===== config.mk =====
export PLATFORM = sky130hd
export DESIGN_NAME = handheld_timer_interrupt_unit_top
export DESIGN_NICKNAME = d
export VERILOG_FILES = /design/src/hdl/hti_pkg.sv /design/src/hdl/hti_regs.sv /design/src/hdl/handheld_timer_interrupt_unit_top.sv
export VERILOG_INCLUDE_DIRS = /design/src /design/src/hdl
export SDC_FILE = /design/constraint.sdc
export NUM_CORES = 1
export LEC_CHECK = 0
export BUFFER_PORTS_ARGS = -buffer_cell sky130_fd_sc_hd__buf_2
export CAP_MARGIN = 0
export CORE_MARGIN = 4
export CORE_UTILIZATION = 40
export DETAILED_ROUTE_END_ITERATION = 16
export MAX_ROUTING_LAYER = met4
export PLACE_DENSITY = 0.56
export SYNTH_ARGS = -nofsm -noshare
export SYNTH_HDL_FRONTEND = slang
export SYNTH_SLANG_ARGS = --single-unit
export TNS_END_PERCENT = 100

===== constraint.sdc =====
create_clock -name clk -period 4.68 [get_ports clk]
set_input_delay 1.404 -clock clk [delete_from_list [all_inputs] [get_ports clk]]
set_output_delay 1.404 -clock clk [all_outputs]
set_load 0.02 [all_outputs]

===== src/hdl/assert_macros.svh =====
// Assertion macros used by the top-level RTL file of the timer and interrupt unit.
`ifndef ASSERT_MACROS_SVH
`define ASSERT_MACROS_SVH
`ifndef SYNTH
// Checked only while out of reset.
`define HTI_ASSERT(lbl, clk, rst_n, prop) \
  lbl: assert property (@(posedge clk) disable iff (!rst_n) prop) \
    else $error("assertion failed");
// Checked on every clock edge, reset included.
`define HTI_ASSERT_ALWAYS(lbl, clk, prop) \
  lbl: assert property (@(posedge clk) prop) else $error("assertion failed");
`else
`define HTI_ASSERT(lbl, clk, rst_n, prop)
`define HTI_ASSERT_ALWAYS(lbl, clk, prop)
`endif
`endif


===== src/hdl/hti_pkg.sv =====
// Types, codes and constants of the handheld timer and interrupt unit.
package hti_pkg;

  localparam logic [1:0] CMD_TICK  = 2'd0;
  localparam logic [1:0] CMD_READ  = 2'd1;
  localparam logic [1:0] CMD_WRITE = 2'd2;

  localparam logic [7:0] ADDR_DIV  = 8'h04;
  localparam logic [7:0] ADDR_TIMA = 8'h05;
  localparam logic [7:0] ADDR_TMA  = 8'h06;
  localparam logic [7:0] ADDR_TAC  = 8'h07;
  localparam logic [7:0] ADDR_IF   = 8'h0F;
  localparam logic [7:0] ADDR_IE   = 8'hFF;

  localparam logic [7:0] DIV_RESET    = 8'hAB;
  localparam logic [7:0] IF_RESET     = 8'hE1;
  localparam logic [7:0] IF_FIXED     = 8'hE0;
  localparam logic [7:0] TIMER_IRQ    = 8'h04;
  localparam logic [7:0] DIV_STEP     = 8'd64;
  localparam logic [8:0] PERIOD_RESET = 9'd248;

  localparam logic [6:0] VEC_VBLANK = 7'h40;
  localparam logic [6:0] VEC_STAT   = 7'h48;
  localparam logic [6:0] VEC_TIMER  = 7'h50;
  localparam logic [6:0] VEC_JOYPAD = 7'h60;

  typedef struct packed {
    logic [1:0] cmd;
    logic [7:0] reg_addr;
    logic [7:0] wdata;
    logic       cpu_stopped;
    logic       master_enable;
    logic       cpu_halted;
    logic [4:0] raise_mask;
  } item_t;

  typedef struct packed {
    logic       wake;
    logic [6:0] irq_vector;
    logic       irq_take;
    logic [7:0] rdata;
  } result_t;

  function automatic logic [8:0] period_lut(input logic [1:0] sel);
    logic [8:0] p;
    case (sel)
      2'd0:    p = 9'd256;
      2'd1:    p = 9'd4;
      2'd2:    p = 9'd16;
      default: p = 9'd64;
    endcase
    return p;
  endfunction

endpackage


===== src/hdl/hti_regs.sv =====
// Register file, divider, timer and interrupt flag logic; one beat per cycle while en is high.
module hti_regs (
  input  logic            clk,
  input  logic            rst_n,
  input  logic            en,
  input  hti_pkg::item_t  item,
  output hti_pkg::result_t res
);
  import hti_pkg::*;

  logic [7:0] div_prescale_r, div_prescale_nxt;
  logic [7:0] divider_r, divider_nxt;
  logic [7:0] tima_r, tima_nxt;
  logic [7:0] tma_r, tma_nxt;
  logic [7:0] tma_old_r, tma_old_nxt;
  logic       tma_written_r, tma_written_nxt;
  logic       timer_on_r, timer_on_nxt;
  logic [8:0] period_r, period_nxt;
  logic [8:0] tim_prescale_r, tim_prescale_nxt;
  logic [7:0] if_r, if_nxt;
  logic [7:0] ie_r, ie_nxt;

  always_comb begin
    logic [4:0] src;
    div_prescale_nxt = div_prescale_r;
    divider_nxt      = divider_r;
    tima_nxt         = tima_r;
    tma_nxt          = tma_r;
    tma_old_nxt      = tma_old_r;
    tma_written_nxt  = tma_written_r;
    timer_on_nxt     = timer_on_r;
    period_nxt       = period_r;
    tim_prescale_nxt = tim_prescale_r;
    if_nxt           = if_r;
    ie_nxt           = ie_r;
    res              = '0;
    src              = '0;
    case (item.cmd)
      CMD_TICK: begin
        div_prescale_nxt = div_prescale_r + 8'(div_prescale_r != 8'hFF);
        if (div_prescale_nxt >= DIV_STEP && !item.cpu_stopped) begin
          div_prescale_nxt = div_prescale_nxt - DIV_STEP;
          divider_nxt      = divider_r + 8'd1;
        end
        if (timer_on_r) begin
          tim_prescale_nxt = tim_prescale_r + 9'(tim_prescale_r != 9'h1FF);
          if (tim_prescale_nxt >= period_r) begin
            tima_nxt = tima_r + 8'd1;
            if (tima_nxt == 8'd0) begin
              if_nxt   = if_nxt | TIMER_IRQ;
              tima_nxt = tma_written_r ? tma_old_r : tma_r;
            end
            tim_prescale_nxt = tim_prescale_nxt - period_r;
          end
        end
        tma_written_nxt = 1'b0;
        if_nxt = if_nxt | {3'b000, item.raise_mask};
        src = {if_nxt[4], 1'b0, if_nxt[2:0]} & {ie_r[4], 1'b0, ie_r[2:0]};
        if (item.master_enable) begin
          if (src[0]) begin
            res.irq_vector = VEC_VBLANK;
            if_nxt[0]      = 1'b0;
          end else if (src[1]) begin
            res.irq_vector = VEC_STAT;
            if_nxt[1]      = 1'b0;
          end else if (src[2]) begin
            res.irq_vector = VEC_TIMER;
            if_nxt[2]      = 1'b0;
          end else if (src[4]) begin
            res.irq_vector = VEC_JOYPAD;
            if_nxt[4]      = 1'b0;
          end
          res.irq_take = |src;
        end else begin
          res.wake = item.cpu_halted && (|src);
        end
      end
      CMD_READ: begin
        case (item.reg_addr)
          ADDR_DIV:  res.rdata = divider_r;
          ADDR_TIMA: res.rdata = tima_r;
          ADDR_TMA:  res.rdata = tma_r;
          ADDR_IF:   res.rdata = if_r;
          ADDR_IE:   res.rdata = ie_r;
          default:   res.rdata = 8'd0;
        endcase
      end
      CMD_WRITE: begin
        case (item.reg_addr)
          ADDR_DIV:  divider_nxt = 8'd0;
          ADDR_TIMA: tima_nxt = item.wdata;
          ADDR_TMA: begin
            tma_old_nxt     = tma_r;
            tma_nxt         = item.wdata;
            tma_written_nxt = 1'b1;
          end
          ADDR_TAC: begin
            timer_on_nxt = item.wdata[2];
            period_nxt   = period_lut(item.wdata[1:0]);
          end
          ADDR_IF:   if_nxt = item.wdata | IF_FIXED;
          ADDR_IE:   ie_nxt = item.wdata;
          default:   ;
        endcase
      end
      default: ;
    endcase
  end

  always_ff @(posedge clk) begin
    if (!rst_n) begin
      div_prescale_r <= 8'd0;
      divider_r      <= DIV_RESET;
      tima_r         <= 8'd0;
      tma_r          <= 8'd0;
      tma_old_r      <= 8'd0;
      tma_written_r  <= 1'b0;
      timer_on_r     <= 1'b0;
      period_r       <= PERIOD_RESET;
      tim_prescale_r <= 9'd0;
      if_r           <= IF_RESET;
      ie_r           <= 8'd0;
    end else if (en) begin
      div_prescale_r <= div_prescale_nxt;
      divider_r      <= divider_nxt;
      tima_r         <= tima_nxt;
      tma_r          <= tma_nxt;
      tma_old_r      <= tma_old_nxt;
      tma_written_r  <= tma_written_nxt;
      timer_on_r     <= timer_on_nxt;
      period_r       <= period_nxt;
      tim_prescale_r <= tim_prescale_nxt;
      if_r           <= if_nxt;
      ie_r           <= ie_nxt;
    end
  end

endmodule


===== src/hdl/handheld_timer_interrupt_unit_top.sv =====
// A result beat is registered in the output register, or in the skid entry on a stall.
// Throughput: one beat per cycle while in_tready is high; all register, divider, timer
// and flag updates settle in one short combinational pass into the state registers.
// An output register plus one skid entry take one more beat after the output
// stalls; the input then waits until the skid entry drains.
// Reset (rst_n low, synchronous) loads DIV 0xAB, IF 0xE1, timer period 248, rest zero.
`include "assert_macros.svh"
module handheld_timer_interrupt_unit_top (
  input  logic        clk,
  input  logic        rst_n,
  input  logic        in_tvalid,
  output logic        in_tready,
  // reg_addr[7:0], wdata[15:8], cpu_stopped[16], master_enable[17],
  // cpu_halted[18], raise_mask[23:19]
  input  logic [23:0] in_tdata,
  // cmd[1:0]
  input  logic [1:0]  in_tuser,
  output logic        out_tvalid,
  input  logic        out_tready,
  // rdata[7:0], irq_take[8], irq_vector[15:9], wake[16], zero[23:17]
  output logic [23:0] out_tdata
);
  import hti_pkg::*;

  item_t   item;
  result_t res;
  result_t out_r, skid_r;
  logic    out_v_r, skid_v_r;
  logic    in_fire, out_fire;
  logic    vec_ok, res_quiet;

  assign item = '{cmd: in_tuser, reg_addr: in_tdata[7:0], wdata: in_tdata[15:8],
                  cpu_stopped: in_tdata[16], master_enable: in_tdata[17],
                  cpu_halted: in_tdata[18], raise_mask: in_tdata[23:19]};

  assign in_tready = ~skid_v_r;
  assign in_fire   = in_tvalid & in_tready;
  assign out_fire  = out_v_r & out_tready;

  hti_regs u_regs (
    .clk   (clk),
    .rst_n (rst_n),
    .en    (in_fire),
    .item  (item),
    .res   (res)
  );

  always_ff @(posedge clk) begin
    if (!rst_n) begin
      out_v_r  <= 1'b0;
      skid_v_r <= 1'b0;
    end else if (skid_v_r) begin
      if (out_fire) begin
        out_v_r  <= 1'b1;
        skid_v_r <= 1'b0;
      end
    end else if (in_fire) begin
      if (out_v_r && !out_fire) begin
        skid_v_r <= 1'b1;
      end else begin
        out_v_r <= 1'b1;
      end
    end else if (out_fire) begin
      out_v_r <= 1'b0;
    end
  end

  always_ff @(posedge clk) begin
    if (skid_v_r) begin
      if (out_fire) begin
        out_r <= skid_r;
      end
    end else if (in_fire) begin
      if (out_v_r && !out_fire) begin
        skid_r <= res;
      end else begin
        out_r <= res;
      end
    end
  end

  assign out_tvalid = out_v_r;
  assign out_tdata  = {7'd0, out_r.wake, out_r.irq_vector, out_r.irq_take, out_r.rdata};

  assign vec_ok    = out_r.irq_vector inside {VEC_VBLANK, VEC_STAT, VEC_TIMER, VEC_JOYPAD};
  assign res_quiet = !res.irq_take && !res.wake && (res.irq_vector == 7'd0);

  `HTI_ASSERT(a_skid_needs_out, clk, rst_n, skid_v_r |-> out_v_r)
  `HTI_ASSERT(a_take_vector, clk, rst_n, (out_v_r && out_r.irq_take) |-> vec_ok)
  `HTI_ASSERT(a_take_not_wake, clk, rst_n, out_v_r |-> !(out_r.irq_take && out_r.wake))
  `HTI_ASSERT(a_nontick_quiet, clk, rst_n, (in_fire && in_tuser != CMD_TICK) |-> res_quiet)

endmodule

======== Word level (Yosys, flattened, before mapping) ========
Index checks and enable logic that the tools add are counted.
storage, ports and cells
  bits of input ports ..................... 30
  memory bits (writable) .................. 0
  output and inout port bits .............. 26
  register bits after elaboration ......... 112
  word-level logic and storage cells ...... 133
  latch bits .............................. 0
  memories ................................ 0
  bits in read-only memories .............. 0
cells by class
  multipliers ............................. 0
  shifts and indexed selects .............. 0
  $lt $le $gt $ge ......................... 2
  divide/modulo/power cells ............... 0
  equality and inequality tests ........... 22
  bitwise gates (word level) .............. 5
  muxes and demuxes ....................... 53
  reduce and logical (&&, ||, !) cells .... 24
  add/subtract/negate cells ............... 6
operators by type and width
  cell                                                    count
  two-way mux 8 bit                                       12
  two-way mux 17 bit                                      4
  case mux 8 bit (2 select lines)                         3
  case mux 8 bit (5 select lines)                         1
  equality test 8 x 3 -> 1 bit (second input constant)    4
  two-way mux 7 bit                                       4
  case mux 9 bit (3 select lines)                         1
  AND reduction 3 bit                                     9
  two-way mux 1 bit                                       20
  two-way mux 9 bit                                       2
  adder 8 x 1 -> 8 bit (second input constant)            2
  two-way mux 3 bit                                       4
  inequality test 2 bit (second input constant)           5
  adder 9 x 1 -> 9 bit                                    1
  >= comparator 9 bit                                     1
  inequality test 9 bit (second input constant)           1
  subtractor 9 bit                                        1
  adder 8 x 1 -> 8 bit                                    1
  equality test 8 x 4 -> 1 bit (second input constant)    1
  equality test 8 bit (second input constant)             1
  >= comparator 8 x 7 -> 1 bit (second input constant)    1
  zero test 8 bit                                         1
  inequality test 2 x 1 -> 1 bit (second input constant)  4
  inequality test 8 bit (second input constant)           1
  18 further kinds                                        27

======== Longest topological paths before layout ========
  depth in word-level cells ............... 17
  mapped depth ............................ 17
  gate-level depth less buffers ........... 16

======== Cells and area by module ========
A second synthesis with hierarchy kept.
unflattened totals
  cells, all modules ...................... 620
  area, all modules ....................... 5840.6 um^2
by module, submodules not included
  module                             instances  cells each  seq. area each (um^2)  area an instance (um^2)
  hti_regs                           1          545         1401.3                 4446.8
  handheld_timer_interrupt_unit_top  1          75          1061.0                 1393.8

======== Worst setup path before layout ========
Ideal clock, no wire load.
  path type ............................... register -> register
  start point ............................. reg u_regs.tim_prescale_r[4]
  end point ............................... reg u_regs.tim_prescale_r[2]
  buffers on the path ..................... 0
  slack ................................... 1.055 ns
  setup time .............................. 0.075 ns
  cell stages (with the launch flop) ...... 16
  required time ........................... 4.605 ns
  arrival ................................. 3.550 ns
  period minus slack after synthesis ...... 3.625 ns
  path through ............................ dfxtp_1 > and3_1 > nand2_1 > or3_1 > ha_1 > ha_1 > nand3_1 > xnor2_1 > ha_1 > o21a_1 > o31a_1 > o31ai_2 > nand2_1 > a21oi_2 > mux2_2 > o22ai_1
between the ends
  cells in the longest elaborated chain, start to end .. 4
  elaborated cells on any way between the ends .. 5
  those cells by class .................... 2 x add/sub; 1 x order compare; 1 x eq/ne; 1 x mux
RTL lines
  item                                                            line                            text
  from (decl)                                                     hti_regs.sv:19                  logic [8:0] tim_prescale_r, tim_prescale_nxt;
  from (signal assigned)                                          hti_regs.sv:132                 tim_prescale_r <= tim_prescale_nxt;
  inequality test 9 bit                                           hti_regs.sv:46                  tim_prescale_nxt = tim_prescale_r + 9'(tim_prescale_r != 9'h1FF);
  adder 9 x 1 -> 9 bit *                                          hti_regs.sv:46
  subtractor 9 bit / >= comparator 9 bit (equally long branches)  hti_regs.sv:53, hti_regs.sv:47
  two-way mux 9 bit *                                             hti_regs.sv:47                  if (tim_prescale_nxt >= period_r) begin
Mark *: on every way between the ends. The rest lies on a longest branch, timed or not.
A chain may end at the register's enable or synchronous reset.

======== Final worst setup path ========
  start point ............................. reg u_regs.tim_prescale_r[4]
  end point ............................... reg u_regs.tima_r[1]
between the ends
  cells in the longest elaborated chain, start to end .. 5
RTL lines
  item                                        line             text
  inequality test 9 bit                       hti_regs.sv:46
  adder 9 x 1 -> 9 bit *                      hti_regs.sv:46
  >= comparator 9 bit *                       hti_regs.sv:47
  inequality test 2 x 1 -> 1 bit (no line) *  -
  AND reduction 5 bit (no line) *             -
  to (signal assigned)                        hti_regs.sv:126  tima_r <= tima_nxt;
  to (decl)                                   hti_regs.sv:13   logic [7:0] tima_r, tima_nxt;
Marks and branches as above.

==> results.toml <==
[run_status]
outcome = "finished clean"

[clock_network]
tritoncts_clock_tree = "built"
cts_buffers = 9
postCtsSetupBuffers = 0
ctsHoldBuffers = 0
clkTransAtPathRegs_ns = 0.07
htreeDepth = 3
clock_sink_count = 100
clk_root_buffer_cell = "sky130_fd_sc_hd__clkbuf_16"
clock_path_buffers = 2
cts_repair_resize_count = 0
clock_insertion_delay_worst_skew_ns = 0.36

[power_and_ir_drop]
vdd_ir_drop_max_mv = 0.171
leak_pwr_nw = 2.32
pwr_density_cell_nw_per_um2 = 291

[layout]
final-seq-area_sq_um = 2280
multi_input_area_sq_um = 3170
layout.nets = 705
insertedDiodeCount = 0
stdcell_area_sq_um = 6340
post_route_cells_drive_above_1_share_pct = 16.3
flow.area_growth_from_synthesis_pct = 11.4
layout.filler_cells = 1361

[setup_path]
number_of_logic_stages_on_the_critical_path_including_buffering = 16
critical-path-max-stage-delay_ns = 0.93
regToRegEndpoint = "u_regs.tima_r[1]"
cp_max_fo = 16
timing.critical_path.slowest_stage_cell = "sky130_fd_sc_hd__o21ai_1"
crit_path_frequent_cell = "sky130_fd_sc_hd__ha_1"
path_delay_family = "compound AO/OA/AOI/OAI gates"
kind_of_capture_point_of_the_worst_setup_path = "flop"
worst_reg2reg_setup_slack_ns = 0.42
critical_path.reg2reg.startpoint = "u_regs.tim_prescale_r[4]"
arrival_ns = 4.52
critical_path.n_buffers_inverters = 1
worst-setup-path-type = "reg -> reg"
reg2regPathDepth = 16
timing.critical_path.from_type = "flop"
timing.critical_path.required_ns = 4.94
path_cells = "and3_1 -> nand2_1 -> or3_1 -> ha_1 -> ha_1 -> nand3_1 -> xnor2_1 -> ha_1 -> o21a_1 -> o31a_1 -> o31ai_2 -> buf_4 -> a311oi_1 -> o21ai_1 -> nand2b_1 -> o211a_1"

[sta]
tightest_slew_ns = 1.18
finalCriticalPeriod_ns = 4.26
rsz0062_at_grt = "false"
timing_max_transition_violations_final = 0
timing_hold_violations_final = 0
fin_worst_skew_ns = 0.00844
fmax_mhz = 235
final_min_period_over_clock_period_pct = 91.1
finalSetupTns_ns = 0
max_slew_margin_pct = 20.6
setup_viol = 0

[floorplan]
ios = 56
dieWidth_um = 127
core_area_sq_um = 13900
std_cell_rows = 43
die_h_um = 127
floorplan.die_area_sq_um = 16200
initial_utilization_pct = 40.8

[min_path]
hold-path-endpoint = "u_regs.if_r[3]"
timing.hold.worst.class = "reg -> reg"
hp-start = "u_regs.if_r[3]"
min_delay_path_depth = 2

[drt]
drtPass1Iterations = 4
detail_route.drc_violations = 0
wl_um = 13700
vias = 4519
antenna_left = 0
viasPerCell = 5.36
initialDrtViolationCount = 276
drt-wirelength-per-cell_um = 16.2

[synthesis]
synth_area_sq_um = 5690
synth_flop_cell = "sky130_fd_sc_hd__dfxtp_1"
synthesis.area_per_instance_sq_um = 9.09
synth-edff-count = 28
synth_area_leader_cell = "sky130_fd_sc_hd__dfxtp_1"
syn-instance-count = 626
synth_top_cells_by_count = "sky130_fd_sc_hd__nand2_1 (85), sky130_fd_sc_hd__dfxtp_1 (72), sky130_fd_sc_hd__o21ai_0 (36), sky130_fd_sc_hd__nand3_1 (31), sky130_fd_sc_hd__edfxtp_1 (28)"
synth_sequential_area_ratio_pct = 40.1
yosysMostFrequentCell = "sky130_fd_sc_hd__nand2_1"
synthArstFlopShare_pct = 0
yosys-top-cells-area = "sky130_fd_sc_hd__dfxtp_1 (25%), sky130_fd_sc_hd__edfxtp_1 (15%), sky130_fd_sc_hd__nand2_1 (5.6%)"
synth_cell_types = 67
synth.top_cell.area_share_pct = 25.3
yosys_register_bits = 100
yosys_warnings = 0

[global_routing]
number_of_global_route_vias_before_repair = 4239
grt_first_pass_wirelength_um = 22200
gr-total-overflow = 0
pin_count_of_the_biggest_net_entering_global_routing = 61
track_usage_pct = 17.7
grt_antenna_before_repair = 0

[placed_design]
placed_area_sq_um = 6030
portBuffers = 45
hpwlAfterDp_um = 10100
place.gp.congestion = 0.829

[run]
maximum_capacitance_violations = 0
## metal layers
layer	vias up	global-route usage, %	routed length (um)
met5	-	-	0
met2	93	26.5	6170
met4	0	3.97	107
met1	2105	24.1	6710
li1	2313	-	-
met3	8	4.52	673
## final cells by class
cell class,count,share of cell area [%]
clock inverter,7,1.40
clock buffer,9,3.55
inverter,18,1.07
multi-input combinational,477,50.1
tap,180,3.55
sequential,100,36.0
timing repair buffer,52,4.38
## worst register-to-register path, cell delays in order (launching register included)
cell	delay, ns
sky130_fd_sc_hd__dfxtp_1	0.43
sky130_fd_sc_hd__and3_1	0.21
sky130_fd_sc_hd__nand2_1	0.08
sky130_fd_sc_hd__or3_1	0.35
sky130_fd_sc_hd__ha_1	0.22
sky130_fd_sc_hd__ha_1	0.24
sky130_fd_sc_hd__nand3_1	0.20
sky130_fd_sc_hd__xnor2_1	0.15
sky130_fd_sc_hd__ha_1	0.31
sky130_fd_sc_hd__o21a_1	0.20
sky130_fd_sc_hd__o31a_1	0.13
sky130_fd_sc_hd__o31ai_2	0.19
sky130_fd_sc_hd__buf_4	0.16
sky130_fd_sc_hd__a311oi_1	0.11
sky130_fd_sc_hd__o21ai_1	0.93
sky130_fd_sc_hd__nand2b_1	0.12
sky130_fd_sc_hd__o211a_1	0.17
## where the power goes
group / total (mW) / internal [mW] / leakage (nW) / switching, mW
logic: 0.139 / 0.0459 / 1.34 / 0.0929
registers: 0.918 / 0.908 / 0.832 / 0.00923
clock network: 0.791 / 0.465 / 0.148 / 0.326
total: 1.85 / 1.42 / 2.32 / 0.428
## metrics by stage
| stage | hold slack [ns] | instances | util, % | total power, mW | worst slack [ns] |
|---|---|---|---|---|---|
| 6_report | 0.456 | 843 | 45.5 | 1.85 | 0.419 |
| 3_3_place_gp | 0.442 | 827 | 43.3 | 1.08 | 0.644 |
| 4_1_cts | 0.456 | 843 | 45.5 | 1.88 | 0.463 |
| 3_5_place_dp | 0.446 | 827 | 43.3 | 1.08 | 0.479 |
| 2_1_floorplan | 0.423 | 635 | - | 1.03 | 1.06 |
| 5_1_grt | 0.480 | 843 | 45.5 | 1.92 | 0.0991 |
## cell families after synthesis
group	Yosys count	share of synthesized area, %
AOI/OAI and AO/OA	152	18.5
xor gates and xnor gates	27	4.15
adders and majority gates	17	3.87
buffers and inverters	58	4.81
DFF	100	40.1
muxes	45	8.40
other	1	0.0659
and+or+nand+nor	226	20.1
## layout by cell type, fill, tap and decap left out, types with 16 or more instances in the layout
master                      n
sky130_fd_sc_hd__nor2_1    27
sky130_fd_sc_hd__inv_1     18
sky130_fd_sc_hd__nand2_1   85
sky130_fd_sc_hd__edfxtp_1  28
sky130_fd_sc_hd__nand3_1   31
sky130_fd_sc_hd__a21boi_0  22
sky130_fd_sc_hd__buf_2     45
sky130_fd_sc_hd__dfxtp_1   72
sky130_fd_sc_hd__mux2i_1   23
sky130_fd_sc_hd__o21ai_0   36
sky130_fd_sc_hd__a21oi_1   23
sky130_fd_sc_hd__ha_1      16
## registers in the layout, summed over array words and instances, names as in the netlist
name / flops
out_tdata: 14
skid_r: 14
u_regs.tim_prescale_r: 9
u_regs.div_prescale_r: 8
u_regs.divider_r: 8
u_regs.ie_r: 8
u_regs.tima_r: 8
u_regs.tma_old_r: 8
u_regs.tma_r: 8
u_regs.if_r: 6
u_regs.period_r: 5
out_tvalid: 1
skid_v_r: 1
u_regs.timer_on_r: 1
u_regs.tma_written_r: 1
## worst max-delay path by stage
stage                        startpoint                        to  slack, ns
3_5_place_dp   u_regs.tim_prescale_r[4]          u_regs.tima_r[1]       0.48
4_1_cts        u_regs.tim_prescale_r[4]          u_regs.tima_r[1]       0.46
2_1_floorplan  u_regs.tim_prescale_r[4]  u_regs.tim_prescale_r[2]       1.06
6_report       u_regs.tim_prescale_r[4]          u_regs.tima_r[1]       0.42
3_3_place_gp   u_regs.tim_prescale_r[4]          u_regs.tima_r[0]       0.64
5_1_grt        u_regs.tim_prescale_r[4]          u_regs.tima_r[5]        0.1
No activity file was read; power rests on OpenSTA's default activity.
